## config.mk

```make
export PLATFORM = sky130hd
export DESIGN_NAME = eased_interpolator_fixed_point
export DESIGN_NICKNAME = d
export VERILOG_FILES = /design/src/hw/rtl/eip_pkg.sv /design/src/hw/rtl/eip_fifo.sv /design/src/hw/rtl/eip_front.sv /design/src/hw/rtl/eip_back.sv /design/src/hw/rtl/eased_interpolator_fixed_point.sv
export SDC_FILE = /design/constraint.sdc
export NUM_CORES = 2
export LEC_CHECK = 0
export BUFFER_PORTS_ARGS = -buffer_cell sky130_fd_sc_hd__buf_4
export CAP_MARGIN = 15
export CORE_MARGIN = 2
export CORE_UTILIZATION = 55
export CTS_CLUSTER_DIAMETER = 50
export DETAILED_ROUTE_END_ITERATION = 6
export GPL_TIMING_DRIVEN = 0
export PLACE_DENSITY = 0.74
export SETUP_SLACK_MARGIN = 0.02
export SLEW_MARGIN = 5
export SYNTH_ARGS = -nofsm -noshare
export SYNTH_HDL_FRONTEND = slang
export SYNTH_SLANG_ARGS = --single-unit
```

## constraint.sdc

```tcl
create_clock -name clk -period 7.65 [get_ports clk]
set_input_delay 0.3825 -clock clk [delete_from_list [all_inputs] [get_ports clk]]
set_output_delay 0.3825 -clock clk [all_outputs]
set_load 0.02 [all_outputs]
```

## src/hw/rtl/eip_pkg.sv

```systemverilog
// Shared codes for the eased interpolator: curve selectors and easing modes.
package eip_pkg;

    localparam int REQ_W = 3;
    localparam logic [REQ_W-1:0] REQ_IN_QUAD    = 3'd1;
    localparam logic [REQ_W-1:0] REQ_OUT_QUAD   = 3'd2;
    localparam logic [REQ_W-1:0] REQ_INOUT_QUAD = 3'd3;
    localparam logic [REQ_W-1:0] REQ_OUT_BOUNCE = 3'd4;

    localparam int MODE_W = 3;
    typedef logic [MODE_W-1:0] mode_t;
    localparam mode_t MODE_LIN       = 3'd0;
    localparam mode_t MODE_SQ        = 3'd1;
    localparam mode_t MODE_ONE_SQ    = 3'd2;
    localparam mode_t MODE_TWO_SQ    = 3'd3;
    localparam mode_t MODE_ONE_TWOSQ = 3'd4;
    localparam mode_t MODE_BOUNCE    = 3'd5;

endpackage

```

## src/hw/rtl/eip_fifo.sv

```systemverilog
// Small register queue with level output.
module eip_fifo
    import eip_pkg::*;
#(
    parameter int WIDTH = 32,
    parameter int DEPTH = 4
) (
    input  logic                         clk,
    input  logic                         rst_n,
    input  logic                         push,
    input  logic [WIDTH-1:0]             wdata,
    output logic                         full,
    input  logic                         pop,
    output logic [WIDTH-1:0]             rdata,
    output logic                         empty,
    output logic [$clog2(DEPTH+1)-1:0]   level
);

    localparam int PW = $clog2(DEPTH);
    localparam int LW = $clog2(DEPTH + 1);

    logic [WIDTH-1:0] mem_reg [DEPTH];
    logic [PW-1:0]    wr_ptr_reg, wr_ptr_next;
    logic [PW-1:0]    rd_ptr_reg, rd_ptr_next;
    logic [LW-1:0]    level_reg, level_next;
    logic             do_push, do_pop;

    assign full    = (level_reg == LW'(DEPTH));
    assign empty   = (level_reg == '0);
    assign level   = level_reg;
    assign rdata   = mem_reg[rd_ptr_reg];
    assign do_push = push && !full;
    assign do_pop  = pop && !empty;

    always_comb
    begin
        wr_ptr_next = wr_ptr_reg;
        rd_ptr_next = rd_ptr_reg;
        level_next  = level_reg;
        if (do_push)
        begin
            wr_ptr_next = (wr_ptr_reg == PW'(DEPTH - 1)) ? '0 : wr_ptr_reg + 1'b1;
        end
        if (do_pop)
        begin
            rd_ptr_next = (rd_ptr_reg == PW'(DEPTH - 1)) ? '0 : rd_ptr_reg + 1'b1;
        end
        if (do_push && !do_pop)
        begin
            level_next = level_reg + 1'b1;
        end
        else if (do_pop && !do_push)
        begin
            level_next = level_reg - 1'b1;
        end
    end

    always_ff @(posedge clk or negedge rst_n)
    begin
        if (!rst_n)
        begin
            wr_ptr_reg <= '0;
            rd_ptr_reg <= '0;
            level_reg  <= '0;
        end
        else
        begin
            wr_ptr_reg <= wr_ptr_next;
            rd_ptr_reg <= rd_ptr_next;
            level_reg  <= level_next;
        end
    end

    always_ff @(posedge clk)
    begin
        if (do_push)
        begin
            mem_reg[wr_ptr_reg] <= wdata;
        end
    end

endmodule

```

## src/hw/rtl/eip_front.sv

```systemverilog
// Front end: phase clamp, curve classification, operand and offset selection.
module eip_front
    import eip_pkg::*;
#(
    parameter int FRAC_BITS = 16
) (
    input  logic signed [31:0]        start_value,
    input  logic signed [31:0]        end_value,
    input  logic signed [31:0]        phase,
    input  logic [REQ_W-1:0]          req_type,
    output logic signed [31:0]        diff,
    output mode_t                     mode,
    output logic [FRAC_BITS:0]        op,
    output logic [FRAC_BITS:0]        offset
);

    localparam int TW   = FRAC_BITS + 1;
    localparam int OneI = 1 << FRAC_BITS;
    localparam logic [TW-1:0] ONE  = TW'(OneI);
    localparam logic [TW-1:0] HALF = TW'(OneI / 2);
    localparam logic [TW-1:0] BP1  = TW'((4 * OneI) / 11);
    localparam logic [TW-1:0] BP2  = TW'((8 * OneI) / 11);
    localparam logic [TW-1:0] BP3  = TW'((10 * OneI) / 11);
    localparam logic [TW-1:0] CT1  = TW'((6 * OneI) / 11);
    localparam logic [TW-1:0] CT2  = TW'((9 * OneI) / 11);
    localparam logic [TW-1:0] CT3  = TW'(((21 * OneI) / 2) / 11);
    localparam logic [TW-1:0] OFF1 = TW'((3 * OneI) / 4);
    localparam logic [TW-1:0] OFF2 = TW'((15 * OneI) / 16);
    localparam logic [TW-1:0] OFF3 = TW'((63 * OneI) / 64);

    logic [TW-1:0] t;
    logic [TW-1:0] center;
    logic [TW-1:0] b_off;
    logic [TW-1:0] b_op;

    assign diff = end_value - start_value;

    always_comb
    begin
        if (phase[31])
        begin
            t = '0;
        end
        else if (phase > $signed(32'(OneI)))
        begin
            t = ONE;
        end
        else
        begin
            t = phase[TW-1:0];
        end
    end

    always_comb
    begin
        center = '0;
        b_off  = '0;
        if (t < BP1)
        begin
            center = '0;
            b_off  = '0;
        end
        else if (t < BP2)
        begin
            center = CT1;
            b_off  = OFF1;
        end
        else if (t < BP3)
        begin
            center = CT2;
            b_off  = OFF2;
        end
        else
        begin
            center = CT3;
            b_off  = OFF3;
        end
        b_op = (t >= center) ? (t - center) : (center - t);
    end

    always_comb
    begin
        offset = '0;
        case (req_type)
            REQ_IN_QUAD:
            begin
                mode = MODE_SQ;
                op   = t;
            end
            REQ_OUT_QUAD:
            begin
                mode = MODE_ONE_SQ;
                op   = ONE - t;
            end
            REQ_INOUT_QUAD:
            begin
                if (t < HALF)
                begin
                    mode = MODE_TWO_SQ;
                    op   = t;
                end
                else
                begin
                    mode = MODE_ONE_TWOSQ;
                    op   = ONE - t;
                end
            end
            REQ_OUT_BOUNCE:
            begin
                mode   = MODE_BOUNCE;
                op     = b_op;
                offset = b_off;
            end
            default:
            begin
                mode = MODE_LIN;
                op   = t;
            end
        endcase
    end

endmodule

```

## src/hw/rtl/eip_back.sv

```systemverilog
// Back end: square, easing weight, scaled difference and final sum pipeline.
module eip_back
    import eip_pkg::*;
#(
    parameter int FRAC_BITS = 16,
    parameter int OUT_DEPTH = 8
) (
    input  logic                               clk,
    input  logic                               rst_n,
    input  logic                               in_valid,
    output logic                               in_take,
    input  logic signed [31:0]                 in_start,
    input  logic signed [31:0]                 in_diff,
    input  mode_t                              in_mode,
    input  logic [FRAC_BITS:0]                 in_op,
    input  logic [FRAC_BITS:0]                 in_offset,
    input  logic [$clog2(OUT_DEPTH+1)-1:0]     out_level,
    output logic                               out_valid,
    output logic signed [31:0]                 out_value
);

    localparam int TW = FRAC_BITS + 1;
    localparam int EW = FRAC_BITS + 2;
    localparam int PW = 33 + EW;
    localparam int LW = $clog2(OUT_DEPTH + 1);
    localparam int CW = LW + 1;
    localparam logic [EW-1:0] ONE = EW'(1 << FRAC_BITS);

    logic                 v1_reg, v2_reg, v3_reg, v4_reg;
    logic [2*TW-1:0]      sq1_reg, sq1_next;
    mode_t                mode1_reg;
    logic [TW-1:0]        op1_reg, off1_reg;
    logic signed [31:0]   diff1_reg, diff2_reg;
    logic signed [31:0]   start1_reg, start2_reg, start3_reg;
    logic [EW-1:0]        e2_reg, e2_next;
    logic signed [PW-1:0] prod3_reg, prod3_next;
    logic signed [31:0]   value4_reg, value4_next;

    logic [TW-1:0]        s;
    logic [TW+6:0]        s121;
    logic [CW-1:0]        total;

    assign total = CW'(v1_reg) + CW'(v2_reg) + CW'(v3_reg) + CW'(v4_reg) + CW'(out_level);
    assign in_take = in_valid && (total < CW'(OUT_DEPTH));

    assign sq1_next = (2*TW)'(in_op) * (2*TW)'(in_op);

    assign s    = sq1_reg[FRAC_BITS +: TW];
    assign s121 = (TW+7)'(s) * (TW+7)'(121);

    always_comb
    begin
        case (mode1_reg)
            MODE_LIN:       e2_next = EW'(op1_reg);
            MODE_SQ:        e2_next = EW'(s);
            MODE_ONE_SQ:    e2_next = ONE - EW'(s);
            MODE_TWO_SQ:    e2_next = EW'(s) << 1;
            MODE_ONE_TWOSQ: e2_next = ONE - (EW'(s) << 1);
            MODE_BOUNCE:    e2_next = EW'(s121 >> 4) + EW'(off1_reg);
            default:        e2_next = EW'(op1_reg);
        endcase
    end

    assign prod3_next  = PW'(diff2_reg) * $signed({1'b0, e2_reg});
    assign value4_next = start3_reg + prod3_reg[FRAC_BITS +: 32];

    assign out_valid = v4_reg;
    assign out_value = value4_reg;

    always_ff @(posedge clk or negedge rst_n)
    begin
        if (!rst_n)
        begin
            v1_reg <= 1'b0;
            v2_reg <= 1'b0;
            v3_reg <= 1'b0;
            v4_reg <= 1'b0;
        end
        else
        begin
            v1_reg <= in_take;
            v2_reg <= v1_reg;
            v3_reg <= v2_reg;
            v4_reg <= v3_reg;
        end
    end

    always_ff @(posedge clk)
    begin
        sq1_reg    <= sq1_next;
        mode1_reg  <= in_mode;
        op1_reg    <= in_op;
        off1_reg   <= in_offset;
        diff1_reg  <= in_diff;
        start1_reg <= in_start;
        e2_reg     <= e2_next;
        diff2_reg  <= diff1_reg;
        start2_reg <= start1_reg;
        prod3_reg  <= prod3_next;
        start3_reg <= start2_reg;
        value4_reg <= value4_next;
    end

endmodule

```

## src/hw/rtl/eased_interpolator_fixed_point.sv

```systemverilog
// Eased interpolator top level: input queue, front end, back pipeline, result queue.
//
// Use: a request carries start_value, end_value, phase (signed fixed point with
// FRAC_BITS fraction bits) and req_type (1 in-quad, 2 out-quad, 3 in-out quad,
// 4 bounce out, others linear). Each request gives one result on value.
// Input side is a queue write port: a request is taken when push is high and
// full is low. Output side is a queue read port: value holds the oldest result
// while empty is low; pop with empty low takes it.
// Path: a taken request passes the request queue, then the square, easing
// weight, scaling multiply and final add registers, then the result queue.
// Throughput: one request per cycle while the result queue has room, set by the fully pipelined multipliers.
// Stalls: the back end only issues while the result queue has a free slot for
// every request in flight, so a stalled reader fills the result queue, then
// the request queue, and full rises; nothing is dropped.
// Reset: rst_n clears both queues and the pipeline valid bits; no other state.
module eased_interpolator_fixed_point
    import eip_pkg::*;
#(
    parameter int FRAC_BITS = 16,
    parameter int MID_DEPTH = 4,
    parameter int OUT_DEPTH = 8
) (
    input  logic                 clk,
    input  logic                 rst_n,
    input  logic                 push,
    output logic                 full,
    input  logic signed [31:0]   start_value,
    input  logic signed [31:0]   end_value,
    input  logic signed [31:0]   phase,
    input  logic [REQ_W-1:0]     req_type,
    output logic                 empty,
    input  logic                 pop,
    output logic signed [31:0]   value
);

    localparam int TW  = FRAC_BITS + 1;
    localparam int MW  = 64 + MODE_W + 2 * TW;
    localparam int MLW = $clog2(MID_DEPTH + 1);
    localparam int OLW = $clog2(OUT_DEPTH + 1);

    logic signed [31:0] f_diff;
    mode_t              f_mode;
    logic [TW-1:0]      f_op, f_offset;

    logic [MW-1:0]      mid_wdata, mid_rdata;
    logic               mid_empty;
    logic [MLW-1:0]     mid_level;

    logic               b_take;
    logic               b_valid;
    logic signed [31:0] b_value;
    logic               out_full;
    logic [OLW-1:0]     out_level;

    eip_front #(
        .FRAC_BITS (FRAC_BITS)
    ) u_front (
        .start_value (start_value),
        .end_value   (end_value),
        .phase       (phase),
        .req_type    (req_type),
        .diff        (f_diff),
        .mode        (f_mode),
        .op          (f_op),
        .offset      (f_offset)
    );

    assign mid_wdata = {start_value, f_diff, f_mode, f_op, f_offset};

    eip_fifo #(
        .WIDTH (MW),
        .DEPTH (MID_DEPTH)
    ) u_mid_q (
        .clk   (clk),
        .rst_n (rst_n),
        .push  (push),
        .wdata (mid_wdata),
        .full  (full),
        .pop   (b_take),
        .rdata (mid_rdata),
        .empty (mid_empty),
        .level (mid_level)
    );

    eip_back #(
        .FRAC_BITS (FRAC_BITS),
        .OUT_DEPTH (OUT_DEPTH)
    ) u_back (
        .clk       (clk),
        .rst_n     (rst_n),
        .in_valid  (!mid_empty && (mid_level != '0)),
        .in_take   (b_take),
        .in_start  (mid_rdata[MW-1 -: 32]),
        .in_diff   (mid_rdata[MW-33 -: 32]),
        .in_mode   (mid_rdata[2*TW +: MODE_W]),
        .in_op     (mid_rdata[TW +: TW]),
        .in_offset (mid_rdata[0 +: TW]),
        .out_level (out_level),
        .out_valid (b_valid),
        .out_value (b_value)
    );

    eip_fifo #(
        .WIDTH (32),
        .DEPTH (OUT_DEPTH)
    ) u_out_q (
        .clk   (clk),
        .rst_n (rst_n),
        .push  (b_valid && !out_full),
        .wdata (b_value),
        .full  (out_full),
        .pop   (pop),
        .rdata (value),
        .empty (empty),
        .level (out_level)
    );

endmodule
```

==> impl_metrics.ini <==
[sta]
setup_ws_ps = 146
final_max_slew_viol_count = 0
worst_pin_slew_ps = 1120
period_share = 0.981
grt_setup_unrepaired = yes
slew_headroom = 0.253
finalCriticalPeriod_ps = 7500
skew_ps = 60.6
whs_ps = 146
fmax_mhz = 133
hold_viol = 0
setup_viol = 0

[critical_path]
critPathMaxFanout = 7
r2r_cells = 30
cpPeakStageDelay_ps = 580
startpoint = u_mid_q.rd_ptr_reg[1]
critPathLaunchType = flop
r2r-start = u_mid_q.rd_ptr_reg[1]
reg2reg_to = u_back.sq1_reg[25]
required_ps = 8230
crit_path_end = u_back.sq1_reg[25]
end_kind = flop
criticalPathCategory = flop to flop
cpMaxStageDelayCell = fa_2
reg2reg_setup_slack_ps = 150
critPathArrivalTime_ps = 8090
cp_common_cell = fa_1

[yosys]
synthAdderAreaFrac = 0.318
synth-seq-cells = 907
syn_inst = 5479
synthMuxAreaShare = 0.0614
synth-simple-area-share = 0.0891
synth-edff-count = 604
synth_nets = 6751
synth_compound_area_frac = 0.0598
synth_xor_area_frac = 0.0245
synth_cell_types = 79
async_reset_ff_frac = 0.0232
synth-seq-area-share = 0.378
synth_top_family_by_area = adder cells
yosys_warnings = 0
avgSynthCellArea_um2 = 11.7
synth_ff_type = edfxtp_1
syn-cell-area_um2 = 64400

[route]
firstDrtPassIters = 6
wl_um = 162000
drc = 0
drt_first_iter_violations = 3803
num_vias = 42300
wl_per_cell_um = 21.7
vias_per_cell = 5.68
drtAntennaViolNets = 0

[die]
rows = 125
pin_count = 137
fp.dieW_um = 346
die_h_um = 346
core_um2 = 116000
die_area_um2 = 120000
initial_core_util = 0.555

[global_routing]
grt-ovfl-total = 0
grt_pass1_vias = 44000
grt_max_degree = 56
antenna_found_initial = 7
grt_pass1_wl_um = 251000
grtUsageTotal = 0.273

[place]
place_hpwl_um = 122000
port_buffers = 134
pre_cts_ws_ps = -2620
routabilityCongestion = 0.947

[cts]
clk_pin_slew_ps = 60
clockBufferDepth = 3
cts.sinks = 907
tritoncts = yes
clk_latency_ps = 690
clockRootBuffer = clkbuf_16
numCtsBuffers = 95
htree_levels = 3

[final_layout]
nets = 7107
syn2layout_area_growth_pct = 12.5
largest_register_ffs = 348
layout-drive-gt1-share = 0.122

[hold_path]
hold_path_class = primary input to flop

[flow_run]
cap_viol_max_count = 0

[outcome]
status = completed
[cells in the mapped netlist, types with 24 or more instances]
cell type | n | area share
mux2_2 | 56 | 0.0098
nor2b_1 | 27 | 0.0026
a21o_1 | 80 | 0.0093
nand2_1 | 532 | 0.031
xor2_1 | 46 | 0.0063
o21a_1 | 36 | 0.0042
ha_1 | 393 | 0.076
nor2_1 | 201 | 0.012
clkbuf_1 | 162 | 0.0094
edfxtp_1 | 604 | 0.28
mux4_2 | 134 | 0.047
mux2i_1 | 27 | 0.0042
buf_1 | 24 | 0.0014
o21ai_0 | 103 | 0.0080
xnor2_1 | 134 | 0.018
a21oi_1 | 174 | 0.014
nor3_1 | 42 | 0.0033
inv_1 | 989 | 0.058
and2_1 | 284 | 0.028
nand3_1 | 33 | 0.0026
fa_1 | 776 | 0.24
dfxtp_1 | 282 | 0.088
[cell usage in the layout, fill, tap and decap left out, types with 14 or more instances in the layout]
cell,count
inv_1,976
clkbuf_8,18
o21ai_0,98
a21oi_1,171
xor2_1,46
clkbuf_2,22
nor3_1,38
buf_6,16
nand4_1,22
and3_1,14
o211ai_1,18
and2_1,280
nand3_1,33
edfxtp_1,604
nand2b_1,22
nor2b_1,27
dfxtp_1,269
buf_1,21
nor2_1,197
buf_4,205
ha_1,389
o21ai_4,14
clkbuf_1,152
dfrtp_1,19
mux2i_1,26
fa_1,770
o21bai_1,21
clkbuf_16,100
a21o_1,80
mux4_2,134
xnor2_1,134
o21a_1,35
dlygate4sd3_1,33
a31oi_1,16
mux2_2,54
nand2_1,525
[layout make-up]
| type | count | area [µm²] |
|---|---|---|
| tap | 1524 | 1910 |
| sequential | 907 | 24300 |
| inverter | 1001 | 3810 |
| timing repair buffer | 265 | 2330 |
| multi-input combinational | 3380 | 36000 |
| clock inverter | 35 | 413 |
| clock buffer | 145 | 2750 |
| buffer | 185 | 910 |
| fill | 8871 | 43600 |
| antenna | 1 | 2.50 |
[stage by stage]
stage / utilization / instance area [µm²] / setup TNS [ps] / instances
3_3_place_gp: 0.580 / 67300 / -40270 / 7137
5_1_grt: 0.624 / 72400 / -246 / 7442
3_5_place_dp: 0.583 / 67700 / -42280 / 7163
6_report: 0.624 / 72400 / 0 / 7443
4_1_cts: 0.619 / 71800 / -44.4 / 7401
2_1_floorplan: - / 64400 / 0 / 5479
[critical path, delay by kind of cell (launching register included)]
family | cells | cell delay, ps
adder cells (fa/ha/maj) | 7 | 3340
AO/OA/AOI/OAI | 6 | 1370
buffers and inverters | 11 | 1250
flip-flops | 1 | 490
AND/OR/NAND/NOR | 4 | 480
multiplexers | 1 | 310
XOR/XNOR | 1 | 130
[routing by layer]
metal  global-route usage  wire length, µm  vias to the layer above  share of wire
li1                     -                -                    18600              -
met1                0.380            65900                    21500           0.41
met2                0.435            75700                     1822           0.47
met3               0.0516            14200                      347          0.088
met4               0.0936             5800                        4          0.036
met5                    0               29                        -        0.00018
[cells by family (layout without fill, tap and decap cells)]
| family | count (synthesis) | count (layout) |
|---|---|---|
| AND/OR/NAND/NOR | 1219 | 1219 |
| buffers and inverters | 1192 | 1631 |
| adder cells (fa/ha/maj) | 1169 | 1169 |
| flip-flops | 907 | 907 |
| AO/OA/AOI/OAI | 593 | 593 |
| multiplexers | 219 | 219 |
| XOR/XNOR | 180 | 180 |
| other | 0 | 1 |
[timing repair]
action                                  4_1_cts  5_1_grt
hold buffers                                 33        0
endpoints found under the setup margin       30       14
resized for setup                           117      101
pin swaps                                    21       34
gates cloned                                  1        3
endpoints found under the hold margin       149        0
buffers inserted                             26       41
[how the worst min path moves through the flow]
| stage | from | depth (start not counted) | slack (ps) | end |
|---|---|---|---|---|
| after floorplan | rst_n | 0 | 90 | u_back.out_valid |
| after global routing | req_type[0] | 2 | 140 | u_mid_q.mem_reg[0][35] |
| after detailed placement | rst_n | 1 | 300 | u_out_q.wr_ptr_reg[2] |
| after CTS | req_type[0] | 2 | 100 | u_mid_q.mem_reg[0][35] |
| after global placement | rst_n | 1 | 300 | u_out_q.wr_ptr_reg[0] |
| final | req_type[0] | 2 | 150 | u_mid_q.mem_reg[1][35] |
Power is left out: the tool's default activity adds up to more than one toggle a clock period on the data nets, which glitch-free logic cannot reach.
